### src/rtl/hrmm_pkg.sv
// Package with payload types, register indexes and sequencer states for the histogram min/max block.
package hrmm_pkg;

    typedef struct packed {
        logic signed [31:0] sample;
        logic [7:0]         point_label;
        logic               last;
    } t_in_item;

    typedef struct packed {
        logic signed [31:0] range_min;
        logic signed [31:0] range_max;
        logic [1:0]         status;
        logic               buckets_saturated;
    } t_out_item;

    localparam logic [2:0] REG_STEP      = 3'd0;
    localparam logic [2:0] REG_MIN_COUNT = 3'd1;
    localparam logic [2:0] REG_LBL_EN    = 3'd2;
    localparam logic [2:0] REG_TARGET    = 3'd3;
    localparam logic [2:0] REG_PRIOR_MIN = 3'd4;
    localparam logic [2:0] REG_PRIOR_MAX = 3'd5;

    localparam logic [1:0] ST_FOUND   = 2'd0;
    localparam logic [1:0] ST_NO_PAIR = 2'd1;
    localparam logic [1:0] ST_EMPTY   = 2'd2;

    typedef enum logic [3:0] {
        S_LOAD,
        S_DIV,
        S_CLR,
        S_RD,
        S_RDW,
        S_IDX,
        S_UPD,
        S_SCAN_RD,
        S_SCAN_W,
        S_SCAN,
        S_PICK_RD,
        S_PICK_W,
        S_OUT
    } t_state;

    typedef struct packed {
        logic        start;
        logic [32:0] dividend;
        logic [30:0] divisor;
    } t_div_req;

endpackage

### src/rtl/hrmm_div.sv
// Restoring bit-serial divider: 33-bit unsigned dividend over 31-bit divisor.
module hrmm_div (
    input  logic                 i_clk,
    input  logic                 i_rst_n,
    input  hrmm_pkg::t_div_req   i_req,
    output logic                 o_done,
    output logic [32:0]          o_quot
);
    import hrmm_pkg::*;

    logic [32:0] r_quot, n_quot;
    logic [31:0] r_rem, n_rem;
    logic [30:0] r_dvs, n_dvs;
    logic [5:0]  r_cnt, n_cnt;
    logic        r_busy, n_busy;
    logic        r_done, n_done;
    logic [32:0] w_trial;

    always_comb begin
        n_quot = r_quot;
        n_rem  = r_rem;
        n_dvs  = r_dvs;
        n_cnt  = r_cnt;
        n_busy = r_busy;
        n_done = 1'b0;
        w_trial = {r_rem, r_quot[32]};
        if (i_req.start) begin
            n_quot = i_req.dividend;
            n_rem  = '0;
            n_dvs  = (i_req.divisor == '0) ? 31'd1 : i_req.divisor;
            n_cnt  = 6'd33;
            n_busy = 1'b1;
        end else if (r_busy) begin
            if (w_trial >= {2'b00, r_dvs}) begin
                n_rem  = 32'(w_trial - {2'b00, r_dvs});
                n_quot = {r_quot[31:0], 1'b1};
            end else begin
                n_rem  = w_trial[31:0];
                n_quot = {r_quot[31:0], 1'b0};
            end
            n_cnt = r_cnt - 6'd1;
            if (r_cnt == 6'd1) begin
                n_busy = 1'b0;
                n_done = 1'b1;
            end
        end
    end

    always_ff @(posedge i_clk) begin
        if (!i_rst_n) begin
            r_busy <= 1'b0;
            r_done <= 1'b0;
            r_cnt  <= '0;
        end else begin
            r_busy <= n_busy;
            r_done <= n_done;
            r_cnt  <= n_cnt;
        end
        r_quot <= n_quot;
        r_rem  <= n_rem;
        r_dvs  <= n_dvs;
    end

    assign o_done = r_done;
    assign o_quot = r_quot;
endmodule

### config.mk
export PLATFORM = sky130hd
export DESIGN_NAME = hrmm_div
export DESIGN_NICKNAME = d
export VERILOG_FILES = /design/src/rtl/hrmm_pkg.sv /design/src/rtl/hrmm_div.sv
export SDC_FILE = /design/constraint.sdc
export NUM_CORES = 1
export LEC_CHECK = 0
export BUFFER_PORTS_ARGS = -buffer_cell sky130_fd_sc_hd__buf_2
export CORE_MARGIN = 4
export CORE_UTILIZATION = 40
export CTS_CLUSTER_DIAMETER = 50
export CTS_CLUSTER_SIZE = 28
export DETAILED_ROUTE_END_ITERATION = 7
export GPL_TIMING_DRIVEN = 1
export PLACE_DENSITY = 0.58
export RECOVER_POWER = 100
export SLEW_MARGIN = 20
export SYNTH_ARGS = -nofsm -noshare
export SYNTH_HDL_FRONTEND = slang
export SYNTH_SLANG_ARGS = --single-unit
export TNS_END_PERCENT = 20
### constraint.sdc
create_clock -name i_clk -period 5.5 [get_ports i_clk]
set_input_delay 1.65 -clock i_clk [delete_from_list [all_inputs] [get_ports i_clk]]
set_output_delay 1.65 -clock i_clk [all_outputs]
set_load 0.005 [all_outputs]
==> flow_summary.toml, run 1 <==
[outcome]
outcome = "complete, but fails checks"
violations = "max-capacitance violations, max-slew violations"

[pwr]
p_int_mw = 1.45
switching_power_uw = 695
pwr_density_cell_nw_per_um2 = 301
power.share.sequential = 0.443
p_comb_frac = 0.259
p_sw_frac = 0.325
p_leak_nw = 2.83
p_clk_frac = 0.297
ir_drop_v = 0.000144

[setup_path]
critical-path-top-delay-family = "buffers and inverters"
rr_endpoint = "r_rem[16]"
critPathKind = "input pin to register"
crit_chain = "clkbuf_1 -> clkbuf_2 -> mux2_2"
ff2ff_path_depth = 11
cp_num_buf_inv = 2
crit_path_end_kind = "register"
crit_slowest_cell = "clkbuf_2"
reg2reg_from = "r_dvs[1]"
startpoint = "i_req[64]"
crit_fanout = 75
crit_path_end = "o_quot[8]"
start_kind = "input pin"
path_depth = 3
reg2reg_setup_slack_ns = 1.25
cpPeakStageDelay_ns = 1.45
required_ns = 5.60
cp.arrival_ns = 4.43

[global_routing]
grt_max_degree = 76
grt_remaining_overflow = 0
antenna_found_initial = 0
grt_use_total = 0.184
grt_pass1_wl_mm = 26.8
grt_pass1_vias = 5132

[clock_tree]
postCtsResizedCells = 0
holdBufCountCts = 0
cts_buffers = 9
cts_tree = "done"
post_cts_buffers = 0
clk_path_buf_depth = 2
ctsRootBufferMaster = "clkbuf_16"
cts.sinks = 104
h-tree-depth = 3
insertion_delay_ns = 0.36
clk_pin_slew_worst_paths_ns = 0.07

[detailed_routing]
drc = 0
first_iter_violations = 378
vias = 5352
drt_first_pass_iters = 4
via_per_inst = 5.68
drt-total-wl_mm = 16.7
drtAntennaViolNets = 0
routedWlPerCell_um = 17.7

[finish]
diodes = 0
final_cell_mix = "buf_2, edfxtp_1, inv_1, nor2_1, dfxtp_1"
fillers = 1539
regArea_um2 = 2720
final_cells = 942
drive_above_1_share = 0.170
synthToLayoutAreaGrowth_pct = 11.3
multi_input_area_um2 = 3160
nets = 827

[logic_synthesis]
synth-compound-area-share = 0.193
synth_top_family_by_area = "compound AO/OA/AOI/OAI gates"
synth_edf_count = 64
ys_types = 65
synthTopCellsByArea = "edfxtp_1, dfxtp_1, ha_1"
synth_warnings = 0
synth_xor_area_frac = 0.0288
synth_mux_area_frac = 0.0615
synthSimpleGateAreaFrac = 0.148
synth.cell_area_um2 = 6390
yosysTopAreaCell = "edfxtp_1"
synth.net_count = 777
async_reset_ff_frac = 0
synth-seq-cells = 104
yosysTopAreaCellShare = 0.301
synthAdderAreaFrac = 0.0677
synth_flop_cell = "edfxtp_1"
syn_area_per_cell_um2 = 9.46
syn-instance-count = 676
ys_seq_area_frac = 0.426

[timing]
fin_crit_ns = 4.33
rsz0062_at_grt = "false"
setup_viol = 0
finClkSkew_ns = 0.0146
drv_slew = 89
fin_tns_setup_ns = 0
max_freq_mhz = 231
post-route-period-util = 0.787
hold_viol = 0
slew_headroom = -0.258
worstMarginPinSlew_ns = 1.89

[place]
gp_congestion = 0.912
port_buffers = 100
placedCellCount = 926
dp_hpwl_mm = 12.1

[hold_path]
min_path_type = "register to register"
min-delay-start = "r_rem[31]"

[floorplan]
start_util = 0.414
die_h_um = 134
io-pin-count = 101
dieArea_um2 = 18100
rows = 45
coreArea_um2 = 15400
die_w_um = 134

[job]
max_cap_viol_count = 2
[cells in the mapped netlist (3+ instances only)]
cell type	count
mux2_2	34
nand3_1	24
or3_1	4
xor2_1	9
nand2b_1	6
o21ai_0	21
edfxtp_1	64
o211ai_1	6
xnor2_1	12
o21ai_1	8
nor3_1	16
o21bai_1	8
nand4_1	24
o21a_1	8
inv_1	52
a311oi_1	16
nor2_1	49
and3_1	3
nor2b_1	5
a21o_1	19
a21oi_1	32
ha_1	33
o311ai_2	3
a211oi_1	8
dfxtp_1	40
a32oi_1	4
and2_1	3
or2_2	3
buf_4	3
nand2_1	38
o31ai_1	7
clkbuf_1	56
nor4_1	10
o311ai_0	3
a41oi_1	3
buf_2	4
[layer usage]
metal,vias up,GRT usage,wire length [um]
li1,2580,-,-
met4,0,0.0481,242
met3,20,0.0375,960
met5,-,0,0
met2,163,0.304,7760
met1,2589,0.248,7700
[worst register-to-register path: cells and delay by family (launching register included)]
family	cells	cell delay [ns]
buf+inv	2	0.95
simple gates	1	0.16
flops	1	0.42
compound gates	7	2.39
fa+ha+maj	1	0.25
[how the worst min path moves through the flow]
| stage | end | slack, ns | cells past startpoint |
|---|---|---|---|
| CTS | r_rem[31] | 0.49 | 2 |
| global route | r_rem[17] | 0.53 | 2 |
| detailed placement | r_rem[31] | 0.47 | 2 |
| floorplan | r_rem[17] | 0.45 | 2 |
| global placement | r_rem[31] | 0.47 | 2 |
| finish | r_rem[31] | 0.49 | 2 |
[metrics by stage]
step / util / hold slack, ns / power [mW] / area, um^2 / setup slack (ns)
after floorplan: - / 0.453 / 1.36 / 6390 / 2.46
after global placement: 0.449 / 0.474 / 1.52 / 6930 / 2.07
after detailed placement: 0.449 / 0.472 / 1.52 / 6930 / 2.00
after CTS: 0.468 / 0.488 / 2.16 / 7220 / 2.01
after global routing: 0.461 / 0.531 / 2.26 / 7120 / 0.891
final: 0.461 / 0.492 / 2.14 / 7120 / 1.17
[power by group through the flow]
| stage | Combinational, mW | Sequential [mW] | Clock [mW] |
|---|---|---|---|
| 2_1_floorplan | 0.403 | 0.958 | 0 |
| 3_3_place_gp | 0.551 | 0.964 | 0 |
| 3_5_place_dp | 0.559 | 0.966 | 0 |
| 4_1_cts | 0.563 | 0.949 | 0.649 |
| 5_1_grt | 0.613 | 0.958 | 0.689 |
| 6_report | 0.555 | 0.949 | 0.637 |
[state kept, by name, summed over array words and instances (netlist names)]
signal and count:
o_quot 33, r_rem 32, r_dvs 31, r_cnt 6, o_done 1, r_busy 1
[kinds of logic (layout without fill, tap and decap cells)]
kind of cell	after synthesis	after routing
simple gates	192	192
compound gates	171	171
buf+inv	119	174
flops	104	104
mux	35	35
fa+ha+maj	34	34
xor+xnor	21	21
[layout make-up]
| class | count | area share |
|---|---|---|
| Clock inverter | 7 | 0.00879 |
| Multi-Input combinational cell | 453 | 0.444 |
| Timing Repair Buffer | 106 | 0.0689 |
| Inverter | 52 | 0.0274 |
| Sequential cell | 104 | 0.383 |
| Clock buffer | 9 | 0.0316 |
| Tap cell | 211 | 0.0371 |
Power figures use the tool's default switching activity.
==> run 2, diff against run 1 <==
Settings changed: PLACE_DENSITY 0.58 to 0.6.
Clock period 5.5 ns to 3.77 ns, I/O delays scaled along.
==> run 2 against run 1 <==
The flow still finishes with violations (max-capacitance violations, max-slew violations); register-to-register slack worse by 0.84 ns; power is 47% higher; wire length is 0.23% higher; clock skew is 0.0018 ns lower; setup slack worse by 0.77 ns; global-route usage is 0.062 points higher; hold slack worse by 0.0049 ns; count of clock-buffer cells in the layout stayed put; core utilization is 0.62 points higher; die area stayed put; combinational power is 48% higher; final area is 1.3% higher; critical endpoint is now r_rem[30]; largest cell class unchanged; largest power group unchanged.
==> flow_summary.toml, run 2 (synthesis results as in run 1) <==
[clock_tree]
holdBufCountCts = 0
insertion_delay_ns = 0.35
postCtsResizedCells = 0
cts_buffers = 9
cts_tree = "done"
ctsRootBufferMaster = "clkbuf_16"
clk_pin_slew_worst_paths_ns = 0.08
cts.sinks = 104
post_cts_buffers = 0
h-tree-depth = 3
clk_path_buf_depth = 2

[floorplan]
rows = 45
die_h_um = 134
die_w_um = 134
io-pin-count = 101
start_util = 0.414
coreArea_um2 = 15400
dieArea_um2 = 18100

[global_routing]
grt_pass1_vias = 5135
grt_max_degree = 51
antenna_found_initial = 0
grt_remaining_overflow = 0
grt_pass1_wl_mm = 26.8
grt_use_total = 0.185

[timing]
hold_viol = 0
fin_crit_ns = 3.36
slew_headroom = -0.0351
fin_tns_setup_ns = 0
post-route-period-util = 0.892
rsz0062_at_grt = "false"
setup_viol = 0
timing.hold.ws_ns = 0.487
finClkSkew_ns = 0.0128
worstMarginPinSlew_ns = 1.55
drv_slew = 27
max_freq_mhz = 297

[hold_path]
min_path_type = "register to register"
whs_path_depth = 2
min-delay-start = "r_rem[31]"

[finish]
final_cells = 949
drive_above_1_share = 0.176
final_area_um2 = 7210
final_cell_mix = "edfxtp_1, buf_2, inv_1, nor2_1, clkbuf_1"
final_common_cell = "edfxtp_1"
diodes = 0
largest_register_ffs = 33
synthToLayoutAreaGrowth_pct = 12.8
regArea_um2 = 2720
nets = 834
multi_input_area_um2 = 3180
fillers = 1549
fin_util = 0.467

[detailed_routing]
via_per_inst = 5.61
drtAntennaViolNets = 0
drt_first_pass_iters = 4
vias = 5328
drc = 0
first_iter_violations = 399
routedWlPerCell_um = 17.6
drt-total-wl_mm = 16.7

[place]
dp_hpwl_mm = 12.5
placedCellCount = 933
gp_congestion = 0.946
port_buffers = 100
place_area_um2 = 7010

[pwr]
ir_drop_v = 0.000276
pwr_density_cell_nw_per_um2 = 437
p_leak_nw = 2.88

[setup_path]
crit_fanout = 6
critical-path-top-delay-family = "compound AO/OA/AOI/OAI gates"
start_kind = "register"
crit_path_end_kind = "register"
required_ns = 4.00
path_depth = 8
startpoint = "r_rem[12]"
ff2ff_path_depth = 8
cpPeakStageDelay_ns = 0.68
cp.arrival_ns = 3.60
reg2reg_from = "r_rem[12]"
critPathKind = "register to register"
crit_chain = "ha_1 -> o21ai_0 -> a2111oi_0 -> o221ai_1 -> nand4_1 -> nand2_1 -> a211o_1 -> o311ai_0"
cp_num_buf_inv = 0
crit_slowest_cell = "a2111oi_0"

[outcome]
outcome = "complete, but fails checks"
violations = "max-capacitance violations, max-slew violations"

[job]
max_cap_viol_count = 1
## run 2: path summary, 6_finish.rpt
check / to / slack [ns]
hold / removal: r_rem[31] / 0.49
hold reg to reg: r_rem[31] / 0.49
setup / recovery: r_rem[30] / 0.41
setup reg to reg: r_rem[30] / 0.41
## run 2: metrics by stage
step	setup slack, ns	total power [mW]
after detailed placement	0.509	2.24
after global routing	0.160	3.32
after CTS	0.480	3.19
after global placement	0.556	2.23
after floorplan	1.15	1.98
final	0.407	3.15
## run 2: where the power goes
group          total, mW  switching [mW]  internal, mW
clock network      0.939           0.470         0.469
logic              0.821           0.494         0.327
registers           1.39          0.0650          1.32
total               3.15            1.03          2.12
## run 2: metal layers
metal,global-route usage,share of wire
met1,0.256,0.45
met2,0.308,0.48
met3,0.0244,0.064
met4,0.0447,0.011
met5,0,0
## run 2: final cells by class
| type | count | share of cell area |
|---|---|---|
| clock buffer | 9 | 0.0312 |
| sequential | 104 | 0.378 |
| timing repair buffer | 113 | 0.0777 |
| clock inverter | 7 | 0.00954 |
| tap | 211 | 0.0366 |
| inverter | 52 | 0.0271 |
| multi-input combinational | 453 | 0.440 |
## run 2: worst reg2reg max path: cells and delay by family, from the launching register on
family | cells | cell delay [ns]
compound gates | 5 | 1.98
simple gates | 2 | 0.50
fa+ha+maj | 1 | 0.42
flops | 1 | 0.35
==> run 3, diff against run 2 <==
Settings changed: MAX_ROUTING_LAYER set to met4, SKIP_LAST_GASP set to 1.
==> run 3 against run 2 <==
Highest routed layer unchanged; the run ends with max-capacitance violations left; register-to-register slack got worse by 0.17 ns; cell count increased by 0.11%; count of clock-buffer cells in the layout increased by 1; sequential power about the same; die area unchanged; largest cell class unchanged.
==> flow_summary.toml, run 3 (synthesis results as in run 1) <==
[outcome]
outcome = "complete, but fails checks"
violations = "max-capacitance violations"

[setup_path]
start_kind = "register"
crit_chain = "ha_1 -> nand4_1 -> a2111oi_0 -> o221ai_1 -> nand4_1 -> nand2_1 -> a211o_1 -> o311ai_0"
cp.arrival_ns = 3.77
critPathKind = "register to register"
cp_num_buf_inv = 0
rr_endpoint = "r_rem[30]"
cpPeakStageDelay_ns = 0.76
critical-path-top-delay-family = "compound AO/OA/AOI/OAI gates"
required_ns = 4.01
crit_slowest_cell = "a2111oi_0"
crit_path_end_kind = "register"
crit_fanout = 8
cp_common_cell = "nand4_1"
ff2ff_path_depth = 8
reg2reg_setup_slack_ns = 0.24
reg2reg_from = "r_rem[16]"

[clock_tree]
h-tree-depth = 3
cts.sinks = 104
ctsRootBufferMaster = "clkbuf_16"
clk_pin_slew_worst_paths_ns = 0.07
holdBufCountCts = 0
cts_tree = "done"
post_cts_buffers = 0
cts_buffers = 9
postCtsResizedCells = 0
insertion_delay_ns = 0.36
clk_path_buf_depth = 2

[hold_path]
whs_path_depth = 2
min_path_type = "register to register"
min_to = "r_rem[31]"
min-delay-start = "r_rem[31]"

[pwr]
p_sw_frac = 0.322
p_int_mw = 2.11
p_leak_nw = 2.87
pwr_density_cell_nw_per_um2 = 432
p_comb_frac = 0.264
ir_drop_v = 0.000216
switching_power_uw = 999
finalPower_mw = 3.10
power.share.sequential = 0.447
p_clk_frac = 0.289

[finish]
fin_util = 0.466
final_area_um2 = 7190
regArea_um2 = 2720
fillers = 1537
final_common_cell = "edfxtp_1"
largest_register_ffs = 33
diodes = 0
multi_input_area_um2 = 3180
synthToLayoutAreaGrowth_pct = 12.5
final_cell_mix = "edfxtp_1, buf_2, inv_1, nor2_1, clkbuf_1"
drive_above_1_share = 0.177
nets = 835

[detailed_routing]
via_per_inst = 5.67
first_iter_violations = 419
vias = 5383
drt_first_pass_iters = 5
drtAntennaViolNets = 0
routedWlPerCell_um = 17.6
drc = 0
drt-total-wl_mm = 16.7

[place]
gp_congestion = 0.926
post-place-ws_ns = 0.510
place_area_um2 = 7000
port_buffers = 100
dp_hpwl_mm = 12.5

[timing]
max_freq_mhz = 283
setup_ws_ns = 0.239
drv_slew = 0
hold_viol = 0
fin_crit_ns = 3.53
rsz0062_at_grt = "false"
fin_tns_setup_ns = 0
setup_viol = 0
slew_headroom = 0.00139
post-route-period-util = 0.937
worstMarginPinSlew_ns = 1.50
finClkSkew_ns = 0.00643

[global_routing]
antenna_found_initial = 0
grt_remaining_overflow = 0
grt_pass1_vias = 5269
grt_use_total = 0.191
grt_pass1_wl_mm = 26.8
grt_max_degree = 42

[floorplan]
io-pin-count = 101
die_h_um = 134
coreArea_um2 = 15400
start_util = 0.414
rows = 45
die_w_um = 134
dieArea_um2 = 18100

[job]
max_cap_viol_count = 1
-- run 3: cell types whose count changed in the layout (fill, tap and decap cells not counted), sizes merged --
cell | previous run | this run
buf | 70 | 72
inv | 56 | 54
clkinv | 3 | 4
-- run 3: cell type report --
class	count	area share
Clock buffer	10	0.0318
Clock inverter	6	0.00626
Inverter	52	0.0271
Multi-Input combinational cell	453	0.441
Sequential cell	104	0.379
Tap cell	211	0.0367
Timing Repair Buffer	114	0.0781
-- run 3: tightest hold or removal path, cell delays in order, from the launching register on --
cell,delay (ns)
dfxtp_1,0.32
nor2_1,0.08
nor4_1,0.05
-- run 3: worst max-delay path by stage --
stage                from         to  depth (start not counted)
6_report        r_rem[16]  r_rem[30]                          8
5_1_grt         r_dvs[21]   r_rem[8]                          8
4_1_cts         r_rem[20]   r_rem[8]                          7
3_5_place_dp    r_rem[20]   r_rem[7]                          7
3_3_place_gp    r_dvs[21]  r_rem[11]                          8
2_1_floorplan  o_quot[32]  r_rem[16]                         11
-- run 3: per-layer routing --
metal  part of all wire  GRT usage
met1               0.45      0.249
met2               0.48      0.306
met3              0.058     0.0356
met4              0.015     0.0543
met5                  0          -
-- run 3: power by group through the flow --
stage	Sequential, mW	Combinational (mW)	Clock (mW)
after CTS	1.39	0.828	0.923
final	1.39	0.819	0.897
after floorplan	1.40	0.587	0
after detailed placement	1.41	0.824	0
after global placement	1.41	0.820	0
after global routing	1.40	0.904	0.967
-- run 3: through the flow --
stage	hold slack, ns	cells
global route	0.512	950
global placement	0.472	934
detailed placement	0.471	934
CTS	0.486	950
finish	0.492	950
floorplan	0.453	676
